`src/hw/rtl/ddft_pkg.sv`:
```
// ============================================================================
// ddft_pkg
// Shared types, constants and twiddle-generation functions for the direct DFT.
// ============================================================================
package ddft_pkg;

    // Field widths
    localparam int SAMPLE_W  = 16;
    localparam int TW_W      = 16;
    localparam int PROD_W    = 32;
    localparam int BIN_W     = 24;
    localparam int BIN_IDX_W = 6;
    localparam int RND_SHIFT = 15;

    // Twiddle generation constants (Q28 radians)
    localparam longint unsigned Q28_ONE      = 64'd268435456;
    localparam longint unsigned Q28_PI       = 64'd843314857;
    localparam int              SERIES_TERMS = 24;
    localparam longint unsigned Q15_MAX      = 64'd32767;

    // One step of work handed to the multiply-accumulate unit
    typedef struct packed {
        logic                 valid;
        logic                 first;
        logic                 last;
        logic [BIN_IDX_W-1:0] bin;
    } ddft_step_t;

    // Status of the accumulators: a finished bin is held
    typedef struct packed {
        logic                 done;
        logic [BIN_IDX_W-1:0] bin;
    } ddft_acc_tag_t;

    // Unsigned shift-and-subtract division, used only to build the tables
    function automatic longint unsigned ddft_udiv(input longint unsigned num,
                                                  input longint unsigned den);
        longint unsigned quo;
        longint unsigned rem;
        quo = '0;
        rem = '0;
        for (int b = 63; b >= 0; b--)
        begin
            rem = {rem[62:0], num[b]};
            if (rem >= den)
            begin
                rem    = rem - den;
                quo[b] = 1'b1;
            end
        end
        return quo;
    endfunction

    // Taylor series for cos (want_sin = 0) or sin (want_sin = 1), Q28
    function automatic longint ddft_series(input longint unsigned x, input bit want_sin);
        longint unsigned t;
        longint          c;
        longint          s;
        t = x;
        c = longint'(Q28_ONE);
        s = longint'(x);
        for (int j = 2; j < SERIES_TERMS; j++)
        begin
            t = ddft_udiv((t * x) >> 28, 64'(j));
            unique case (j % 4)
                0: c = c + longint'(t);
                1: s = s + longint'(t);
                2: c = c - longint'(t);
                default: s = s - longint'(t);
            endcase
        end
        return want_sin ? s : c;
    endfunction

    // Q28 to Q15 with round half away from zero and saturation at 32767
    function automatic logic signed [TW_W-1:0] ddft_q15(input longint v);
        logic            neg;
        longint unsigned mag;
        longint unsigned r;
        neg = (v < 0);
        mag = neg ? longint'(-v) : longint'(v);
        r   = (mag * Q15_MAX + (Q28_ONE >> 1)) >> 28;
        if (r > Q15_MAX)
        begin
            r = Q15_MAX;
        end
        return neg ? -TW_W'(r) : TW_W'(r);
    endfunction

endpackage

```
`src/hw/rtl/ddft_cell.sv`:
```
// ============================================================================
// ddft_cell
// One slot of the sample ring: holds a sample and takes its neighbor's value
// when the ring shifts.
// ============================================================================
module ddft_cell (
    input  logic                               clk,
    input  logic                               shift_en,
    input  logic signed [ddft_pkg::SAMPLE_W-1:0] d,
    output logic signed [ddft_pkg::SAMPLE_W-1:0] q
);
    import ddft_pkg::*;

    logic signed [SAMPLE_W-1:0] sample_reg;
    logic signed [SAMPLE_W-1:0] sample_next;

    // hold or take the neighbor's sample
    always_comb
    begin
        sample_next = shift_en ? d : sample_reg;
    end

    always_ff @(posedge clk)
    begin
        sample_reg <= sample_next;
    end

    assign q = sample_reg;

endmodule

```
`src/hw/rtl/ddft_mac.sv`:
```
// ============================================================================
// ddft_mac
// Complex multiply-accumulate pair: registered products of the head sample
// with cos and sin, then exact accumulation over one bin.
// ============================================================================
module ddft_mac #(
    parameter int ACC_W = 38
) (
    input  logic                                 clk,
    input  logic                                 rst_n,
    input  logic                                 adv,
    input  ddft_pkg::ddft_step_t                 step,
    input  logic signed [ddft_pkg::SAMPLE_W-1:0] x,
    input  logic signed [ddft_pkg::TW_W-1:0]     tw_cos,
    input  logic signed [ddft_pkg::TW_W-1:0]     tw_sin,
    output logic signed [ACC_W-1:0]              acc_re,
    output logic signed [ACC_W-1:0]              acc_im,
    output ddft_pkg::ddft_acc_tag_t              acc_tag
);
    import ddft_pkg::*;

    ddft_step_t                 s1_reg;
    ddft_step_t                 s1_next;
    ddft_acc_tag_t              tag_reg;
    ddft_acc_tag_t              tag_next;
    logic signed [PROD_W-1:0]   prod_re_reg;
    logic signed [PROD_W-1:0]   prod_im_reg;
    logic signed [PROD_W-1:0]   prod_re_next;
    logic signed [PROD_W-1:0]   prod_im_next;
    logic signed [ACC_W-1:0]    acc_re_reg;
    logic signed [ACC_W-1:0]    acc_im_reg;
    logic signed [ACC_W-1:0]    acc_re_next;
    logic signed [ACC_W-1:0]    acc_im_next;

    // multiply stage
    always_comb
    begin
        prod_re_next = PROD_W'(x) * PROD_W'(tw_cos);
        prod_im_next = PROD_W'(x) * PROD_W'(tw_sin);
        s1_next      = step;
    end

    // accumulate stage; imaginary part takes the negated sine products
    always_comb
    begin
        acc_re_next = acc_re_reg;
        acc_im_next = acc_im_reg;
        if (s1_reg.valid)
        begin
            if (s1_reg.first)
            begin
                acc_re_next = ACC_W'(prod_re_reg);
                acc_im_next = -ACC_W'(prod_im_reg);
            end
            else
            begin
                acc_re_next = acc_re_reg + ACC_W'(prod_re_reg);
                acc_im_next = acc_im_reg - ACC_W'(prod_im_reg);
            end
        end
        tag_next.done = s1_reg.valid & s1_reg.last;
        tag_next.bin  = s1_reg.bin;
    end

    // control
    always_ff @(posedge clk or negedge rst_n)
    begin
        if (!rst_n)
        begin
            s1_reg  <= '0;
            tag_reg <= '0;
        end
        else if (adv)
        begin
            s1_reg  <= s1_next;
            tag_reg <= tag_next;
        end
    end

    // datapath
    always_ff @(posedge clk)
    begin
        if (adv)
        begin
            prod_re_reg <= prod_re_next;
            prod_im_reg <= prod_im_next;
            acc_re_reg  <= acc_re_next;
            acc_im_reg  <= acc_im_next;
        end
    end

    assign acc_re  = acc_re_reg;
    assign acc_im  = acc_im_reg;
    assign acc_tag = tag_reg;

endmodule

```
`src/hw/rtl/direct_dft_unit.sv`:
```
// ============================================================================
// direct_dft_unit
// Direct DFT of a frame of POINTS real samples into POINTS complex bins.
// ============================================================================
// Usage:
//   Sample channel: one signed 16-bit sample per beat, in frame order. Each
//   sample shifts into a ring of POINTS cells at its tail.
//   Bin channel: after the last sample of a frame, POINTS beats carry the
//   bins m = 0..POINTS-1 in order, each with bin_index and last_bin set on
//   the final bin.
//   Output path: after the frame's last sample is accepted, each bin passes
//   the product register, the accumulator and the output register in turn.
//   Compute: the single cos/sin multiply-accumulate pair walks the sample
//   ring once per bin; a frame is fully loaded before its bins are computed,
//   and no new sample is taken until that compute is done.
//   sample_stall is high from the frame's last sample until the last bin
//   has entered the multiply pipeline.
//   Reset clears the sequencer, the load count and the output valid; the
//   sample ring holds nothing defined until a full frame is loaded.
//   A stalled bin beat holds its payload; the whole compute pipeline freezes
//   while a finished bin waits behind it.
// ============================================================================
module direct_dft_unit #(
    parameter int POINTS = 64
) (
    input  logic                                 clk,
    input  logic                                 rst_n,
    input  logic                                 sample_valid,
    output logic                                 sample_stall,
    input  logic signed [ddft_pkg::SAMPLE_W-1:0] sample,
    output logic                                 bin_valid,
    input  logic                                 bin_stall,
    output logic signed [ddft_pkg::BIN_W-1:0]    bin_real,
    output logic signed [ddft_pkg::BIN_W-1:0]    bin_imag,
    output logic [ddft_pkg::BIN_IDX_W-1:0]       bin_index,
    output logic                                 last_bin
);
    import ddft_pkg::*;

    localparam int IDX_W = $clog2(POINTS);
    localparam int ACC_W = PROD_W + IDX_W + 1;
    localparam logic [IDX_W-1:0] LAST_IDX  = IDX_W'(POINTS - 1);
    localparam logic [IDX_W:0]   POINTS_W  = (IDX_W + 1)'(POINTS);
    localparam logic signed [ACC_W-1:0] RND_BIAS = ACC_W'(1) <<< (RND_SHIFT - 1);

    typedef enum logic [1:0] {
        ST_LOAD = 2'b01,
        ST_CALC = 2'b10
    } ddft_state_t;

    ddft_state_t      state_reg;
    ddft_state_t      state_next;
    logic [IDX_W-1:0] load_cnt_reg;
    logic [IDX_W-1:0] load_cnt_next;
    logic [IDX_W-1:0] n_reg;
    logic [IDX_W-1:0] n_next;
    logic [IDX_W-1:0] m_reg;
    logic [IDX_W-1:0] m_next;
    logic [IDX_W-1:0] k_reg;
    logic [IDX_W-1:0] k_next;
    logic [IDX_W:0]   k_sum;
    logic [IDX_W-1:0] k_wrap;

    logic             sample_acc;
    logic             adv;
    logic             ring_shift;
    logic             out_load;

    logic signed [SAMPLE_W-1:0] ring [POINTS];
    logic signed [SAMPLE_W-1:0] ring_in [POINTS];
    logic signed [TW_W-1:0]     rom_cos [POINTS];
    logic signed [TW_W-1:0]     rom_sin [POINTS];

    ddft_step_t               step;
    ddft_acc_tag_t            acc_tag;
    logic signed [ACC_W-1:0]  acc_re;
    logic signed [ACC_W-1:0]  acc_im;
    logic signed [ACC_W-1:0]  sum_re;
    logic signed [ACC_W-1:0]  sum_im;

    logic                     bin_valid_reg;
    logic                     bin_valid_next;
    logic signed [BIN_W-1:0]  bin_real_reg;
    logic signed [BIN_W-1:0]  bin_imag_reg;
    logic signed [BIN_W-1:0]  bin_real_next;
    logic signed [BIN_W-1:0]  bin_imag_next;
    logic [BIN_IDX_W-1:0]     bin_index_reg;
    logic                     last_bin_reg;

    // twiddle tables, built at elaboration from the folded angle
    for (genvar gk = 0; gk < POINTS; gk++)
    begin : g_rom
        localparam bit              FLIP = (2 * gk > POINTS);
        localparam longint unsigned KF   = FLIP ? longint'(POINTS - gk) : longint'(gk);
        localparam longint unsigned ANG  = (64'd2 * Q28_PI * KF) / POINTS;
        localparam logic signed [TW_W-1:0] COS_K = ddft_q15(ddft_series(ANG, 1'b0));
        localparam logic signed [TW_W-1:0] SIN_P = ddft_q15(ddft_series(ANG, 1'b1));
        localparam logic signed [TW_W-1:0] SIN_K = FLIP ? -SIN_P : SIN_P;
        assign rom_cos[gk] = COS_K;
        assign rom_sin[gk] = SIN_K;
    end

    // handshakes and pipeline freeze
    assign sample_stall = (state_reg != ST_LOAD);
    assign sample_acc   = sample_valid & ~sample_stall;
    assign adv          = ~(acc_tag.done & bin_valid_reg & bin_stall);
    assign out_load     = acc_tag.done & (~bin_valid_reg | ~bin_stall);
    assign ring_shift   = sample_acc | ((state_reg == ST_CALC) & adv);

    // sample ring: new samples enter at the tail, compute rotates head to tail
    for (genvar gc = 0; gc < POINTS; gc++)
    begin : g_ring
        if (gc == POINTS - 1)
        begin : g_tail
            assign ring_in[gc] = (state_reg == ST_LOAD) ? sample : ring[0];
        end
        else
        begin : g_body
            assign ring_in[gc] = ring[gc + 1];
        end
        ddft_cell u_cell (
            .clk      (clk),
            .shift_en (ring_shift),
            .d        (ring_in[gc]),
            .q        (ring[gc])
        );
    end

    // twiddle phase: (n*m) mod POINTS built up one step at a time
    always_comb
    begin
        k_sum  = {1'b0, k_reg} + {1'b0, m_reg};
        k_wrap = (k_sum >= POINTS_W) ? IDX_W'(k_sum - POINTS_W) : IDX_W'(k_sum);
    end

    // sequencer
    always_comb
    begin
        state_next    = state_reg;
        load_cnt_next = load_cnt_reg;
        n_next        = n_reg;
        m_next        = m_reg;
        k_next        = k_reg;
        unique case (state_reg)
            ST_LOAD:
            begin
                if (sample_acc)
                begin
                    if (load_cnt_reg == LAST_IDX)
                    begin
                        load_cnt_next = '0;
                        state_next    = ST_CALC;
                    end
                    else
                    begin
                        load_cnt_next = load_cnt_reg + IDX_W'(1);
                    end
                end
            end
            ST_CALC:
            begin
                if (adv)
                begin
                    if (n_reg == LAST_IDX)
                    begin
                        n_next = '0;
                        k_next = '0;
                        if (m_reg == LAST_IDX)
                        begin
                            m_next     = '0;
                            state_next = ST_LOAD;
                        end
                        else
                        begin
                            m_next = m_reg + IDX_W'(1);
                        end
                    end
                    else
                    begin
                        n_next = n_reg + IDX_W'(1);
                        k_next = k_wrap;
                    end
                end
            end
            default:
            begin
                state_next = ST_LOAD;
            end
        endcase
    end

    always_ff @(posedge clk or negedge rst_n)
    begin
        if (!rst_n)
        begin
            state_reg    <= ST_LOAD;
            load_cnt_reg <= '0;
            n_reg        <= '0;
            m_reg        <= '0;
            k_reg        <= '0;
        end
        else
        begin
            state_reg    <= state_next;
            load_cnt_reg <= load_cnt_next;
            n_reg        <= n_next;
            m_reg        <= m_next;
            k_reg        <= k_next;
        end
    end

    // step handed to the MAC pair
    always_comb
    begin
        step.valid = (state_reg == ST_CALC);
        step.first = (n_reg == '0);
        step.last  = (n_reg == LAST_IDX);
        step.bin   = BIN_IDX_W'(m_reg);
    end

    ddft_mac #(
        .ACC_W (ACC_W)
    ) u_mac (
        .clk     (clk),
        .rst_n   (rst_n),
        .adv     (adv),
        .step    (step),
        .x       (ring[0]),
        .tw_cos  (rom_cos[k_reg]),
        .tw_sin  (rom_sin[k_reg]),
        .acc_re  (acc_re),
        .acc_im  (acc_im),
        .acc_tag (acc_tag)
    );

    // round half up, then drop 15 fraction bits
    always_comb
    begin
        sum_re        = acc_re + RND_BIAS;
        sum_im        = acc_im + RND_BIAS;
        bin_real_next = BIN_W'(sum_re >>> RND_SHIFT);
        bin_imag_next = BIN_W'(sum_im >>> RND_SHIFT);
    end

    // output register
    always_comb
    begin
        priority if (out_load)
        begin
            bin_valid_next = 1'b1;
        end
        else if (!bin_stall)
        begin
            bin_valid_next = 1'b0;
        end
        else
        begin
            bin_valid_next = bin_valid_reg;
        end
    end

    always_ff @(posedge clk or negedge rst_n)
    begin
        if (!rst_n)
        begin
            bin_valid_reg <= 1'b0;
        end
        else
        begin
            bin_valid_reg <= bin_valid_next;
        end
    end

    always_ff @(posedge clk)
    begin
        if (out_load)
        begin
            bin_real_reg  <= bin_real_next;
            bin_imag_reg  <= bin_imag_next;
            bin_index_reg <= acc_tag.bin;
            last_bin_reg  <= (acc_tag.bin == BIN_IDX_W'(POINTS - 1));
        end
    end

    assign bin_valid = bin_valid_reg;
    assign bin_real  = bin_real_reg;
    assign bin_imag  = bin_imag_reg;
    assign bin_index = bin_index_reg;
    assign last_bin  = last_bin_reg;

`ifndef ASSERT_OFF
    // no sample is half counted while bins are being computed
    a_calc_count_clear: assert property (@(posedge clk) disable iff (!rst_n)
        (state_reg == ST_CALC) |-> (load_cnt_reg == '0))
        else $error("load count not cleared during compute");

    // phase restarts at zero with every bin
    a_phase_start: assert property (@(posedge clk) disable iff (!rst_n)
        (state_reg == ST_CALC) && (n_reg == '0) |-> (k_reg == '0))
        else $error("twiddle phase not zero at start of bin");

    // frame end starts compute at bin zero
    a_frame_end: assert property (@(posedge clk) disable iff (!rst_n)
        sample_acc && (load_cnt_reg == LAST_IDX)
        |=> (state_reg == ST_CALC) && (m_reg == '0) && (n_reg == '0))
        else $error("compute did not start at bin zero");

    // a finished bin waiting on a blocked output is not lost
    a_done_held: assert property (@(posedge clk) disable iff (!rst_n)
        acc_tag.done && bin_valid && bin_stall |=> acc_tag.done && $stable(acc_tag.bin))
        else $error("finished bin dropped while output stalled");

    // a stalled bin beat keeps its payload
    a_out_hold: assert property (@(posedge clk) disable iff (!rst_n)
        bin_valid && bin_stall
        |=> bin_valid && $stable({bin_real, bin_imag, bin_index, last_bin}))
        else $error("bin beat changed while stalled");
`endif

endmodule

```
`config.mk`:
```
export PLATFORM = sky130hd
export DESIGN_NAME = direct_dft_unit
export DESIGN_NICKNAME = d
export VERILOG_FILES = /design/src/hw/rtl/ddft_pkg.sv /design/src/hw/rtl/ddft_cell.sv /design/src/hw/rtl/ddft_mac.sv /design/src/hw/rtl/direct_dft_unit.sv
export SDC_FILE = /design/constraint.sdc
export NUM_CORES = 2
export LEC_CHECK = 0
export BUFFER_PORTS_ARGS = -buffer_cell sky130_fd_sc_hd__buf_4
export CAP_MARGIN = 20
export CORE_MARGIN = 5
export CORE_UTILIZATION = 65
export CTS_CLUSTER_DIAMETER = 50
export DETAILED_ROUTE_END_ITERATION = 8
export HOLD_SLACK_MARGIN = 0.03
export PLACE_DENSITY = 0.82
export SYNTH_ARGS = -nofsm -noshare
export SYNTH_HDL_FRONTEND = slang
export SYNTH_SLANG_ARGS = --single-unit
export TNS_END_PERCENT = 5
```
`constraint.sdc`:
```
create_clock -name clk -period 70.8 [get_ports clk]
set_input_delay 21.24 -clock clk [delete_from_list [all_inputs] [get_ports clk]]
set_output_delay 21.24 -clock clk [all_outputs]
set_load 0.005 [all_outputs]
```
==> run metrics <==
setup TNS=0 ns; cell taking the most area after synthesis=edfxtp_1; final cell count without fillers=6398; Synth async-reset ratio=3.40%; Final Worst Setup Slack=roughly 45 ns; Pre-antenna DRT Iters=6; final setup fails=0; die area=109000 um2; IO buf count=76; max-slew violations=0; number of distinct library cells after synthesis=83; via count of the routed design=approximately 37000; Required @ worst endpoint=71.19 ns; Crit path arrival time=between 20 and 30 ns; Slowest Stage Delay on Critical Path=~0.96 ns; GRT Total Usage=between 20% and 30%; CP Max Fanout=90; Core ar.=slightly above 100000 um2; Mapped Area=about 67000 um2; Max Freq=38.4 MHz; Detailed Route WL=132 mm; share of cells above drive strength 1=slightly below 8%; Worst Hold Depth=0; RePlAce Congestion=slightly below 0.9; syn avg cell area=13.8 um2; Mapped Cells=just under 5000; FP Rows=~120; # fillers=roughly 6400; Placed Instances=between 6000 and 7000; fin crit period=about 26 ns; register area share after synthesis=a little under three fifths; main flop type after synthesis=edfxtp_1; Largest register FFs=1024; register bit total from synthesis=~1300; DRC viols=0; Worst-Skew Late Latency=~0.76 ns; drt wl/cell=roughly 21 um; Synth Warn #=0; Crit. End Element=register; cell at the root of the clock tree=clkbuf_16; Max Cap Viol=0; CTS tree=yes; most common cell after layout, fill and taps aside=edfxtp_1; CTS max path bufs=3; postcts setup bufs=0; dpl cell area=about 70000 um2; Critical Path, Cell by Cell=buf_4, and3_1, inv_2, nand2b_1, nand2_4, buf_4, buf_4, buf_4, buf_16; crit path kind=in2reg; CTS hold repair buffers=0; Resized Gates After CTS=0; clock sink count=between 1000 and 1500; Post-DRT Antenna Nets=0; GRT Residual Overflow=0; crit path launch type=input pin; first-pass GRT wire length=212 mm; # H-tree levels=3; Vias per Instance=5.78; RSZ-0062 raised after global routing=false; Syn-to-layout area delta=9.14%; Place WS=43.81 ns; status=complete, no violations; Synth area leaders=edfxtp_1 (55%), fa_1 (16%), ha_1 (5.0%); most frequent cells in the layout=edfxtp_1 (1221), inv_1 (700), fa_1 (527); top-area cell type share of the netlist area=between 50% and 60%; I/O pin count=77; most frequent CP cell=buf_4; Finished Cell Area=72600 um2; Post-synth EDFFs=approximately 1200; Die Y-Extent=330 um; initial antenna violation count=7; DR iter-0 viols=3486; largest net degree at the start of global routing=~240; Max-Slew Margin vs Limit=between 10% and 20%; Worst Skew=between 0.08 and 0.09 ns; final worst path period share=36.8%; starting density of the core=65.4%; clock slew at reported path FFs=~0.07 ns; nets=5735; slowest cell on the critical path=buf_4; total CTS buffers=between 100 and 150; Reg2Reg Depth=29; worst-margin pin slew=1.21 ns; Synthesized Nets=5641; chip width=roughly 330 um; Hold/Removal Path Class=reg2reg; Fin. Hold Viols=0; vias in the first global route=39100; hpwl dp=81.3 mm
[cell usage after synthesis (38+ instances only)]
library cell / n
nand2_1: 425
dfrtp_1: 42
nor2_1: 130
xor2_1: 61
inv_1: 701
nand2b_1: 39
o21ai_0: 166
edfxtp_1: 1221
clkbuf_1: 125
a21oi_1: 147
xnor2_1: 161
nand3_1: 58
fa_1: 527
nor2b_1: 51
a21o_1: 74
ha_1: 264
and2_1: 238
nor3_1: 38
[final cells by class]
class | count | area (um2) | share of cell area [%]
diodes | 1 | 2.50 | 0.00345
clock buffers | 140 | 3100 | 4.27
clock inverters | 88 | 870 | 1.20
inverters | 701 | 2630 | 3.62
multi-input cells | 2723 | 25700 | 35.4
flip-flops and latches | 1264 | 37700 | 52.0
well taps | 1368 | 1710 | 2.36
repair buffers | 113 | 893 | 1.23
[per-layer routing]
layer	part of all wire (%)	vias to the layer above	global-route usage [%]
met3	6.5	358	3.68
met4	3.6	0	9.08
li1	-	16600	-
met5	0	-	0
met2	50	1429	42.2
met1	40	18600	33.5
[worst max-delay path, delay by kind of cell]
family                 cells  cell delay (ns)
AND/OR/NAND/NOR            3             1.65
buffers and inverters      6             3.39
[through the flow]
stage	hold WS, ns	util, %
floorplan	0.400	-
global placement	0.400	67.5
global route	0.359	71.4
finish	0.359	71.4
detailed placement	0.405	67.5
CTS	0.337	71.4
[worst paths after layout]
kind	startpoint	end	slack, ns
min in group asynchronous	rst_n	u_mac.s1_reg[5]	20.52
worst min register to register	g_ring[20].u_cell.q[5]	g_ring[19].u_cell.q[5]	0.36
worst max-delay path	bin_stall	g_ring[16].u_cell.q[0]	44.78
worst min-delay path	g_ring[20].u_cell.q[5]	g_ring[19].u_cell.q[5]	0.36
worst max register to register	k_reg[1]	u_mac.prod_im_reg[30]	61.39
max in group asynchronous	rst_n	u_mac.s1_reg[7]	49.82
[cells by family after synthesis]
kind of cell	after synthesis	share of synthesized area, %
buffers and inverters	843	4.77
multiplexers	53	1.29
flip-flops	1264	56.7
XOR/XNOR	222	2.92
adder cells (fa/ha/maj)	791	20.8
AND/OR/NAND/NOR	1089	8.10
AO/OA/AOI/OAI	568	5.40
Power is not shown: default switching activity piles up to over one toggle a cycle in this logic, so the estimate is an artifact.
